<file path="src/hdl/assert_macros.svh">
// ---------------------------------------------------------------------------
// assert_macros.svh
// Concurrent assertion wrappers, compiled out for synthesis.
// ---------------------------------------------------------------------------
`ifndef ASSERT_MACROS_SVH
`define ASSERT_MACROS_SVH

`ifndef SYNTHESIS

// expression holds at every clock edge outside reset
`define ASSERT_ALWAYS(lbl, clk, rst_n, expr, msg) \
  lbl: assert property (@(posedge clk) disable iff (!rst_n) (expr)) else $error(msg);

// antecedent implies consequent in the same cycle
`define ASSERT_IMPL(lbl, clk, rst_n, ante, cons, msg) \
  lbl: assert property (@(posedge clk) disable iff (!rst_n) (ante) |-> (cons)) else $error(msg);

// antecedent implies consequent in the next cycle
`define ASSERT_NEXT(lbl, clk, rst_n, ante, cons, msg) \
  lbl: assert property (@(posedge clk) disable iff (!rst_n) (ante) |=> (cons)) else $error(msg);

`else

`define ASSERT_ALWAYS(lbl, clk, rst_n, expr, msg)
`define ASSERT_IMPL(lbl, clk, rst_n, ante, cons, msg)
`define ASSERT_NEXT(lbl, clk, rst_n, ante, cons, msg)

`endif

`endif

</file>
<file path="src/hdl/tlpf_pkg.sv">
// ---------------------------------------------------------------------------
// tlpf_pkg
// Types and constants shared by the three-class priority FIFO.
// ---------------------------------------------------------------------------
package tlpf_pkg;

  localparam int CLASS_DEPTH = 1024;
  localparam int NUM_CLASSES = 3;
  localparam int ID_W        = 16;
  localparam int CAT_W       = 2;
  localparam int STAT_W      = 2;
  localparam int PTR_W       = (CLASS_DEPTH > 1) ? $clog2(CLASS_DEPTH) : 1;
  localparam int FILL_W      = $clog2(CLASS_DEPTH + 1);
  localparam int NUM_ENTRIES = NUM_CLASSES * CLASS_DEPTH;
  localparam int ADDR_W      = $clog2(NUM_ENTRIES);

  // action codes
  localparam logic ACT_ENQ = 1'b0;
  localparam logic ACT_DEQ = 1'b1;

  // class codes
  localparam logic [CAT_W-1:0] CAT_GENERAL = 2'd0;
  localparam logic [CAT_W-1:0] CAT_SENIOR  = 2'd1;
  localparam logic [CAT_W-1:0] CAT_VIP     = 2'd2;

  // result status codes
  localparam logic [STAT_W-1:0] ST_ENQUEUED = 2'd0;
  localparam logic [STAT_W-1:0] ST_SERVED   = 2'd1;
  localparam logic [STAT_W-1:0] ST_EMPTY    = 2'd2;
  localparam logic [STAT_W-1:0] ST_FULL     = 2'd3;

  typedef struct packed {
    logic              action;
    logic [ID_W-1:0]   passenger_id;
    logic [CAT_W-1:0]  category;
  } tlpf_in_t;

  typedef struct packed {
    logic [STAT_W-1:0] status;
    logic [ID_W-1:0]   served_id;
    logic [CAT_W-1:0]  served_category;
  } tlpf_out_t;

  // decision of the pointer file for the transaction on the input
  typedef struct packed {
    logic [STAT_W-1:0] status;
    logic [CAT_W-1:0]  cls;
    logic [ADDR_W-1:0] addr;
  } tlpf_dec_t;

  typedef struct packed {
    logic              we;
    logic              re;
    logic [ADDR_W-1:0] addr;
    logic [ID_W-1:0]   wdata;
  } tlpf_ram_req_t;

  typedef enum logic {
    S_IDLE,
    S_BUSY
  } tlpf_state_t;

endpackage

</file>
<file path="src/hdl/tlpf_ptr_file.sv">
// ---------------------------------------------------------------------------
// tlpf_ptr_file
// Per-class head, tail and fill count; picks the class and store address.
// ---------------------------------------------------------------------------
`include "assert_macros.svh"

module tlpf_ptr_file (
  input  logic                    clk,
  input  logic                    rst_n,
  input  logic                    upd,
  input  logic                    action,
  input  logic [tlpf_pkg::CAT_W-1:0] category,
  output tlpf_pkg::tlpf_dec_t     dec
);
  import tlpf_pkg::*;

  logic [NUM_CLASSES-1:0][PTR_W-1:0]  head_r, head_nxt;
  logic [NUM_CLASSES-1:0][PTR_W-1:0]  tail_r, tail_nxt;
  logic [NUM_CLASSES-1:0][FILL_W-1:0] fill_r, fill_nxt;

  logic [CAT_W-1:0] enq_cls;
  logic [CAT_W-1:0] deq_cls;
  logic             all_empty;
  logic             enq_full;
  logic [PTR_W-1:0] slot;
  logic [PTR_W-1:0] slot_inc;

  function automatic logic [PTR_W-1:0] next_slot(input logic [PTR_W-1:0] s);
    logic [PTR_W:0] sum;
    sum = {1'b0, s} + 1'b1;
    return (sum == (PTR_W+1)'(CLASS_DEPTH)) ? '0 : sum[PTR_W-1:0];
  endfunction

  // unused class code is stored as general
  always_comb begin
    unique case (category)
      CAT_VIP:    enq_cls = CAT_VIP;
      CAT_SENIOR: enq_cls = CAT_SENIOR;
      default:    enq_cls = CAT_GENERAL;
    endcase
  end

  always_comb begin
    all_empty = 1'b0;
    if (fill_r[CAT_VIP] != '0) begin
      deq_cls = CAT_VIP;
    end else if (fill_r[CAT_SENIOR] != '0) begin
      deq_cls = CAT_SENIOR;
    end else begin
      deq_cls   = CAT_GENERAL;
      all_empty = (fill_r[CAT_GENERAL] == '0);
    end
  end

  assign enq_full = (fill_r[enq_cls] == FILL_W'(CLASS_DEPTH));

  always_comb begin
    if (action == ACT_ENQ) begin
      dec.cls    = enq_cls;
      dec.status = enq_full ? ST_FULL : ST_ENQUEUED;
      slot       = tail_r[enq_cls];
    end else begin
      dec.cls    = all_empty ? CAT_GENERAL : deq_cls;
      dec.status = all_empty ? ST_EMPTY : ST_SERVED;
      slot       = head_r[deq_cls];
    end
    dec.addr = ADDR_W'(ADDR_W'(dec.cls) * ADDR_W'(CLASS_DEPTH)) + ADDR_W'(slot);
  end

  assign slot_inc = next_slot(slot);

  always_comb begin
    head_nxt = head_r;
    tail_nxt = tail_r;
    fill_nxt = fill_r;
    if (upd) begin
      if (dec.status == ST_ENQUEUED) begin
        tail_nxt[dec.cls] = slot_inc;
        fill_nxt[dec.cls] = fill_r[dec.cls] + 1'b1;
      end else if (dec.status == ST_SERVED) begin
        head_nxt[dec.cls] = slot_inc;
        fill_nxt[dec.cls] = fill_r[dec.cls] - 1'b1;
      end
    end
  end

  always_ff @(posedge clk) begin
    if (!rst_n) begin
      head_r <= '0;
      tail_r <= '0;
      fill_r <= '0;
    end else begin
      head_r <= head_nxt;
      tail_r <= tail_nxt;
      fill_r <= fill_nxt;
    end
  end

  `ASSERT_ALWAYS(a_fill_bound, clk, rst_n, (fill_r[0] <= FILL_W'(CLASS_DEPTH)) && (fill_r[1] <= FILL_W'(CLASS_DEPTH)) && (fill_r[2] <= FILL_W'(CLASS_DEPTH)), "class fill above depth")
  `ASSERT_NEXT(a_full_keeps, clk, rst_n, upd && (dec.status == ST_FULL), $stable(fill_r) && $stable(tail_r), "refused insert changed state")
  `ASSERT_IMPL(a_serve_nonempty, clk, rst_n, dec.status == ST_SERVED, fill_r[dec.cls] != '0, "serving an empty class")

endmodule

</file>
<file path="config.mk">
export PLATFORM = sky130hd
export DESIGN_NAME = tlpf_ptr_file
export DESIGN_NICKNAME = d
export VERILOG_FILES = /design/src/hdl/tlpf_pkg.sv /design/src/hdl/tlpf_ptr_file.sv
export VERILOG_INCLUDE_DIRS = /design/src /design/src/hdl
export SDC_FILE = /design/constraint.sdc
export NUM_CORES = 1
export LEC_CHECK = 0
export ABC_CLOCK_PERIOD_IN_PS = 8800
export CAP_MARGIN = 40
export CORE_MARGIN = 1.5
export CORE_UTILIZATION = 30
export DETAILED_ROUTE_END_ITERATION = 8
export DONT_BUFFER_PORTS = 1
export PLACE_DENSITY = 0.46
export SLEW_MARGIN = 15
export SYNTH_ARGS = -nofsm -noshare
export SYNTH_HDL_FRONTEND = slang
export SYNTH_SLANG_ARGS = --single-unit
export TNS_END_PERCENT = 10
</file>
<file path="constraint.sdc">
create_clock -name clk -period 8.8 [get_ports clk]
set_input_delay 0.44 -clock clk [delete_from_list [all_inputs] [get_ports clk]]
set_output_delay 0.44 -clock clk [all_outputs]
set_load 0.01 [all_outputs]
</file>
==> results of run 1 <==
power groups by stage:
stage          Clock [mW]  Sequential [mW]  Combinational (mW)
2_1_floorplan           0            0.485               0.298
3_3_place_gp            0            0.498               0.401
3_5_place_dp            0            0.498               0.407
4_1_cts             0.389            0.489               0.409
5_1_grt             0.408            0.495               0.451
6_report            0.381            0.490               0.414
area by class of cell:
type	instances	area, sq um
Fill cell	1747	10900
Clock inverter	7	57.6
Sequential cell	93	1860
Multi-Input combinational cell	492	3010
Tap cell	220	275
Inverter	19	71.3
Timing Repair Buffer	18	134
Clock buffer	9	225
registers in the layout (all words and copies together) (netlist names), named ones only:
name / count
head_r: 30
tail_r: 30
fill_r: 30
per-stage QoR:
stage | total power [mW] | hold slack [ps] | std cells | util, %
CTS | 1.29 | 205 | 858 | 34.0
global placement | 0.899 | 445 | 837 | 32.1
detailed placement | 0.905 | 451 | 842 | 32.3
finish | 1.28 | 210 | 858 | 34.0
floorplan | 0.784 | 436 | 643 | -
global route | 1.35 | 216 | 858 | 34.0
synth_stat cells (5+ instances only):
library cell / n
dfxtp_1: 93
nand2_1: 65
nor2_1: 54
o21ai_0: 47
a21oi_1: 43
clkbuf_1: 29
nand3_1: 29
nor3_1: 26
a211oi_1: 22
inv_1: 18
nor4_1: 16
xnor2_1: 13
a31oi_1: 12
o22ai_1: 12
nand4_1: 10
nand3b_1: 9
o31ai_1: 9
and3_1: 8
o211ai_1: 8
or3_1: 7
a41oi_1: 6
and2_1: 6
mux2i_1: 6
o221ai_1: 6
a221o_1: 5
buf_2: 5
layout by cell type, fill, tap and decap left out, types with 16 or more instances in the layout:
cell type  count
a211oi_1      22
a21oi_1       43
buf_4         16
dfxtp_1       93
inv_1         18
nand2_1       65
nand3_1       29
nor2_1        54
nor3_1        26
o21ai_0       47
worst register-to-register path, stage by stage, from the launching register on:
cell and delay (ps):
dfxtp_1 370, nor4_1 810, a41oi_1 230, a311oi_1 370, nor2_1 190, inv_1 190
ha_1 280, a21boi_0 210, nand4b_1 260, nor4_1 760, o31ai_1 160, and2_1 190
worst max path at each step:
stage                                       start  slack, ps                 endpoint
after floorplan           fill_r[13]$_SDFFE_PN0P_       5470  tail_r[28]$_SDFFE_PN0P_
after global placement    fill_r[26]$_SDFFE_PN0P_       4580   tail_r[1]$_SDFFE_PN0P_
after detailed placement  fill_r[25]$_SDFFE_PN0P_       4830  tail_r[18]$_SDFFE_PN0P_
after CTS                 fill_r[25]$_SDFFE_PN0P_       4800  tail_r[18]$_SDFFE_PN0P_
after global routing      fill_r[24]$_SDFFE_PN0P_       4330  head_r[21]$_SDFFE_PN0P_
final                     fill_r[25]$_SDFFE_PN0P_       4690   head_r[8]$_SDFFE_PN0P_
layer usage:
metal | routed length [um] | vias to the layer above | share of wire, % | global-route usage (%)
met5 | 0 | - | 0 | 0
met4 | 426 | 0 | 2.4 | 7.25
met3 | 1220 | 27 | 6.7 | 5.14
met2 | 8330 | 186 | 46 | 33.6
met1 | 8070 | 2464 | 45 | 27.9
li1 | - | 2411 | - | -
logic make-up (layout without fill, tap and decap cells):
group                    count (synthesis)  after routing  synth area share, %
XOR/XNOR                                14             14                 2.55
AO/OA/AOI/OAI                          208            208                 27.4
flip-flops                              93             93                 36.6
AND/OR/NAND/NOR                        258            258                 26.4
buffers and inverters                   58             53                 4.54
multiplexers                             9              9                 1.84
adder cells (fa/ha/maj)                  3              3                0.737
==> impl_metrics.csv, run 1 <==
group,metric,value,unit
pwr,clkPwrFrac,29.6,%
setup_path,critPathArrivalTime,4360,ps
synth,async_flop_share,0,%
global_routing,antenna_found_initial,0,
routing,via_count,5088,
synth,synth_top_area_share,36.6,%
setup_path,critical_path.slowest_cell,"nor4_1",
setup_path,reg2regPathDepth,11,
timing,slew_viol_final,0,
timing,max_freq,0.243,GHz
place,place.gp.congestion,0.896,
floorplanning,pin_count,22,
min_path,hp-class,"primary input to flip-flop",
synth,synthTopCellsByArea,"dfxtp_1 (37%), nand2_1 (4.8%), o21ai_0 (4.6%), a21oi_1 (4.2%), nor2_1 (4.0%)",
timing,timing.final.crit_share,46.7,%
min_path,min_path_cells,1,
flow_run,drv_cap,0,
global_routing,globalRouteOverflowTotal,0,
cts,cts_buffer_depth,2,
pwr,power_density,228,mW/mm^2
place,place_ws,4830,ps
setup_path,path_delay_family,"simple AND/OR/NAND/NOR gates",
setup_path,cp_common_cell,"nor4_1",
synth,synth_area,0.00509,sq mm
timing,fin_ws,4690,ps
cts,cts_setup_buffers,0,
timing,setup_viol,0,
status,outcome,"finished clean",
setup_path,startpoint_type,"flip-flop",
timing,fin_setup_tns,0,ps
synth,avgSynthCellArea,7.92,sq um
setup_path,cp_max_fo,7,
timing,period_needed,4110,ps
floorplanning,die_area,0.0178,sq mm
routing,viasPerCell,5.93,
pwr,p_comb_share,32.2,%
setup_path,slowest_delay,810,ps
floorplanning,initial_core_util,30.7,%
setup_path,cp_data_required_time,9050,ps
setup_path,rrSetupSlack,4690,ps
timing,rsz0062_at_grt,"no",
synth,synth-edff-count,0,
timing,skew,7.92,ps
synth,syn-instance-count,643,
setup_path,regToRegStartpoint,"fill_r[25]$_SDFFE_PN0P_",
cts,cts_sinks,93,
min_path,hp-start,"rst_n",
setup_path,crit_buf_inv,1,
setup_path,crit_chain,"nor4_1 > a41oi_1 > a311oi_1 > nor2_1 > inv_1 > ha_1 > a21boi_0 > nand4b_1 > nor4_1 > o31ai_1 > and2_1",
synth,yosys_warnings,0,
synth,synth_ff_type,"dfxtp_1",
layout,area.growth.synth_to_final,10.7,%
routing,wire_per_inst,21.0,um
routing,dr.pass1.iters,7,
place,dpl_cell_area,0.00536,sq mm
cts,cts_resized,0,
synth,syn_nets,652,
floorplanning,coreArea,0.0166,sq mm
layout,diodes,0,
cts,clk-insertion-delay-late,360,ps
min_path,hold_path_end,"tail_r[18]$_SDFFE_PN0P_",
routing,drtAntennaViolNets,0,
setup_path,rr_endpoint,"head_r[8]$_SDFFE_PN0P_",
cts,cts_tree,"done",
layout,final_layout_size_suffix_gt1_share,8.78,%
pwr,netSwitchingFraction,38.7,%
place,hpwl,13000,um
pwr,internal-power,0.787,mW
timing,relSlewSlack,38.2,%
setup_path,worst-path-stages,11,
pwr,ir_drop,0.000101,V
routing,postRouteWirelength,18100,um
synth,seq_area_frac_synth,36.6,%
routing,drc,0,
global_routing,grt_usage,21.1,%
floorplanning,row_count,47,
layout,final_area,0.00564,sq mm
cts,cts_buffers,9,
place,io_buffers,0,
timing,finalHoldViolCount,0,
cts,hold_buffers,0,
pwr,power_switching,0.498,mW
cts,path_clk_slew,70,ps
pwr,cellLeakagePower,1.91,nW
cts,cts-htree-levels,3,
global_routing,grt_max_degree,65,
synth,ys_types,64,
global_routing,grt_pass1_wl,29000,um
floorplanning,die_x,133,um
floorplanning,die_h,133,um
global_routing,grt_pass1_vias,4898,
layout,nets,642,
setup_path,setup.worst_path.end_class,"flip-flop",
cts,cts-root-buf,"clkbuf_16",
timing,worst_slew_pin_slew,918,ps
synth,synth_area_leader_cell,"dfxtp_1",
synth,synth_seq_cells,93,
pwr,power_frac_seq,38.2,%
setup_path,critical_path_class,"flip-flop to flip-flop",
routing,initialDrtViolationCount,304,
Note: power is estimated with default switching activity, not from simulation.
==> run 2: changes to the inputs <==
--- a/config.mk
+++ b/config.mk
@@ -6,7 +6,8 @@
 export SDC_FILE = /design/constraint.sdc
 export NUM_CORES = 1
 export LEC_CHECK = 0
-export ABC_CLOCK_PERIOD_IN_PS = 8800
+export ABC_AREA = 1
+export ABC_CLOCK_PERIOD_IN_PS = 4000
 export CAP_MARGIN = 40
 export CORE_MARGIN = 1.5
 export CORE_UTILIZATION = 30
==> constraint.sdc (replaced) <==
create_clock -name clk -period 4 [get_ports clk]
set_input_delay 0.2 -clock clk [delete_from_list [all_inputs] [get_ports clk]]
set_output_delay 0.2 -clock clk [all_outputs]
set_load 0.01 [all_outputs]
==> run 2 against run 1 <==
  * Critical endpoint is now head_r[20]$_SDFFE_PN0P_
  * Synthesized cell count increased by 26%
  * Highest routed layer unchanged
  * Critical path type unchanged
  * Worst hold slack got worse by 190 ps
  * Largest cell class unchanged
  * Fmax is 33% higher
  * Largest power group unchanged
==> impl_metrics.csv, run 2 <==
group,metric,value,unit
status,outcome,"finished clean",
cts,cts_tree,"done",
routing,drtAntennaViolNets,0,
cts,cts_buffer_depth,2,
setup_path,startpoint_type,"flip-flop",
global_routing,grt_pass1_wl,26800,um
cts,cts_buffers,9,
layout,reg.largest.list,"fill_r (30), head_r (30), tail_r (30)",
synth,seq_area_frac_synth,35.0,%
floorplanning,die_area,0.0185,sq mm
cts,clk-insertion-delay-late,360,ps
global_routing,grt.busiest_layer,"met2",
floorplanning,pin_count,22,
routing,viasPerCell,4.85,
floorplanning,die_h,136,um
global_routing,antenna_found_initial,0,
timing,fin_setup_tns,0,ps
min_path,min_path_cells,2,
cts,cts-root-buf,"clkbuf_16",
routing,via_count,4976,
synth,synth_area,0.00532,sq mm
global_routing,use_met3,3.65,%
setup_path,critPathArrivalTime,3370,ps
place,place.gp.congestion,0.826,
setup_path,critical_path_class,"flip-flop to flip-flop",
synth,synth_area_leader_cell,"dfxtp_1",
timing,finalHoldViolCount,0,
cts,cts_sinks,93,
timing,timing.final.crit_share,77.1,%
synth,synth-edff-count,0,
pwr,ir_drop,0.000245,V
min_path,hp-class,"primary input to flip-flop",
synth,synth_ff_type,"dfxtp_1",
synth,syn_nets,816,
timing,whs,15.7,ps
timing,setup_viol,0,
synth,syn-instance-count,807,
pwr,power_density,475,mW/mm^2
flow_run,drv_cap,0,
routing,drc,0,
timing,skew,11.2,ps
synth,yosys_warnings,0,
layout,diodes,0,
floorplanning,die_x,136,um
global_routing,grt_max_degree,42,
synth,synth_most_common_cell,"nand2_1",
global_routing,grt_pass1_vias,4768,
place,io_buffers,0,
timing,max_freq,0.324,GHz
timing,fin_ws,917,ps
global_routing,grt_usage,19.1,%
synth,synth_top_area_share,35.0,%
timing,period_needed,3080,ps
timing,rsz0062_at_grt,"no",
place,place_ws,889,ps
layout,nets,806,
synth,synthTopCellsByArea,"dfxtp_1 (35%), nand2_1 (9.7%), inv_1 (9.0%), a21oi_1 (6.8%), nor2_1 (6.4%)",
pwr,cellLeakagePower,2.80,nW
layout,layout_commonest_cell,"nand2_1",
floorplanning,coreArea,0.0173,sq mm
setup_path,reg2regPathDepth,12,
pwr,p_total,2.76,mW
layout,postLayoutCoreUtil,33.6,%
routing,postRouteWirelength,16700,um
layout,final_layout_size_suffix_gt1_share,10.1,%
timing,worst_slew_pin_slew,791,ps
floorplanning,initial_core_util,30.7,%
layout,area.growth.synth_to_final,9.27,%
routing,dr.pass1.iters,5,
place,dp.cells,1008,
synth,ys_types,38,
layout,final_area,0.00581,sq mm
synth,async_flop_share,0,%
place,dpl_cell_area,0.00547,sq mm
routing,wire_per_inst,16.3,um
global_routing,globalRouteOverflowTotal,0,
timing,slew_viol_final,0,
floorplanning,row_count,48,
place,hpwl,11700,um
layout,instances_no_fill,1027,
setup_path,setup.worst_path.end_class,"flip-flop",
setup_path,cp_max_fo,20,
synth,avgSynthCellArea,6.59,sq um
global_routing,use_met2,31.1,%
synth,yosys-top-cells-count,"nand2_1 (137), inv_1 (128), dfxtp_1 (93)",
cts,path_clk_slew,70,ps
routing,initialDrtViolationCount,276,
cts,cts-htree-levels,3,
synth,synth_seq_cells,93,
cts,cts_setup_buffers,0,
layout,final_cell_mix,"nand2_1 (137), inv_1 (127), dfxtp_1 (93)",
timing,relSlewSlack,47.2,%
setup_path,cp_data_required_time,4290,ps
global_routing,use_met1,25.6,%
==> run 2: changes by cell type after synthesis, sizes merged, moves of 29 or more <==
cell / before / now
inv: 18 / 137
nor2: 54 / 107
nand2: 65 / 147
a21oi: 44 / 73
o21ai: 47 / 91
nand3: 29 / 62
==> run 2: path summary, 6_finish.rpt <==
path | slack, ps | endpoint | start
max | 920 | head_r[20]$_SDFFE_PN0P_ | fill_r[17]$_SDFFE_PN0P_
min | 20 | head_r[3]$_SDFFE_PN0P_ | rst_n
max reg2reg | 920 | head_r[20]$_SDFFE_PN0P_ | fill_r[17]$_SDFFE_PN0P_
min reg2reg | 510 | flip-flop | flip-flop
==> run 2: what timing repair did <==
action	in CTS	in global routing
endpoints found under the setup margin	0	0
hold buffers	2	0
gates resized for setup	0	0
hold endpoints to repair	25	0
==> run 2: layout make-up <==
class | instances | area [sq um]
clock buffer | 9 | 225
multi-input combinational | 543 | 2740
tap | 225 | 282
timing repair buffer | 12 | 98.8
sequential | 93 | 1860
clock inverter | 7 | 80.1
fill | 1957 | 11500
inverter | 138 | 518
==> run 2: critical path, stage by stage, from the launching register on <==
cell and delay (ps):
dfxtp_1 350, nor2_1 60, nand2_1 90, nor2_2 70
nand2_2 330, nor3_1 130, nand2_1 110, nand3_2 110
nor2_2 620, nand2_1 430, inv_1 420, o21ai_0 140
a21oi_1 150
==> run 2: cell families (layout without fill, tap and decap cells) <==
family          after synthesis  after routing  synth area share [%]
compound gates              194            194                  19.7
simple gates                341            341                  30.2
flops                        93             93                  35.0
fa+ha+maj                     3              3                 0.706
buf+inv                     171            166                  13.4
xor+xnor                      5              5                 0.965
==> run 2: power by group <==
part | switching, mW | total (mW) | internal [mW]
clock | 0.414 | 0.908 | 0.494
sequential | 0.0526 | 1.06 | 1.00
combinational | 0.570 | 0.792 | 0.222
==> run 2: layer usage <==
layer / wire length, um / share of wire [%]
met1: 8140 / 49
met3: 580 / 3.5
met2: 7790 / 47
met5: 0 / 0
met4: 229 / 1.4
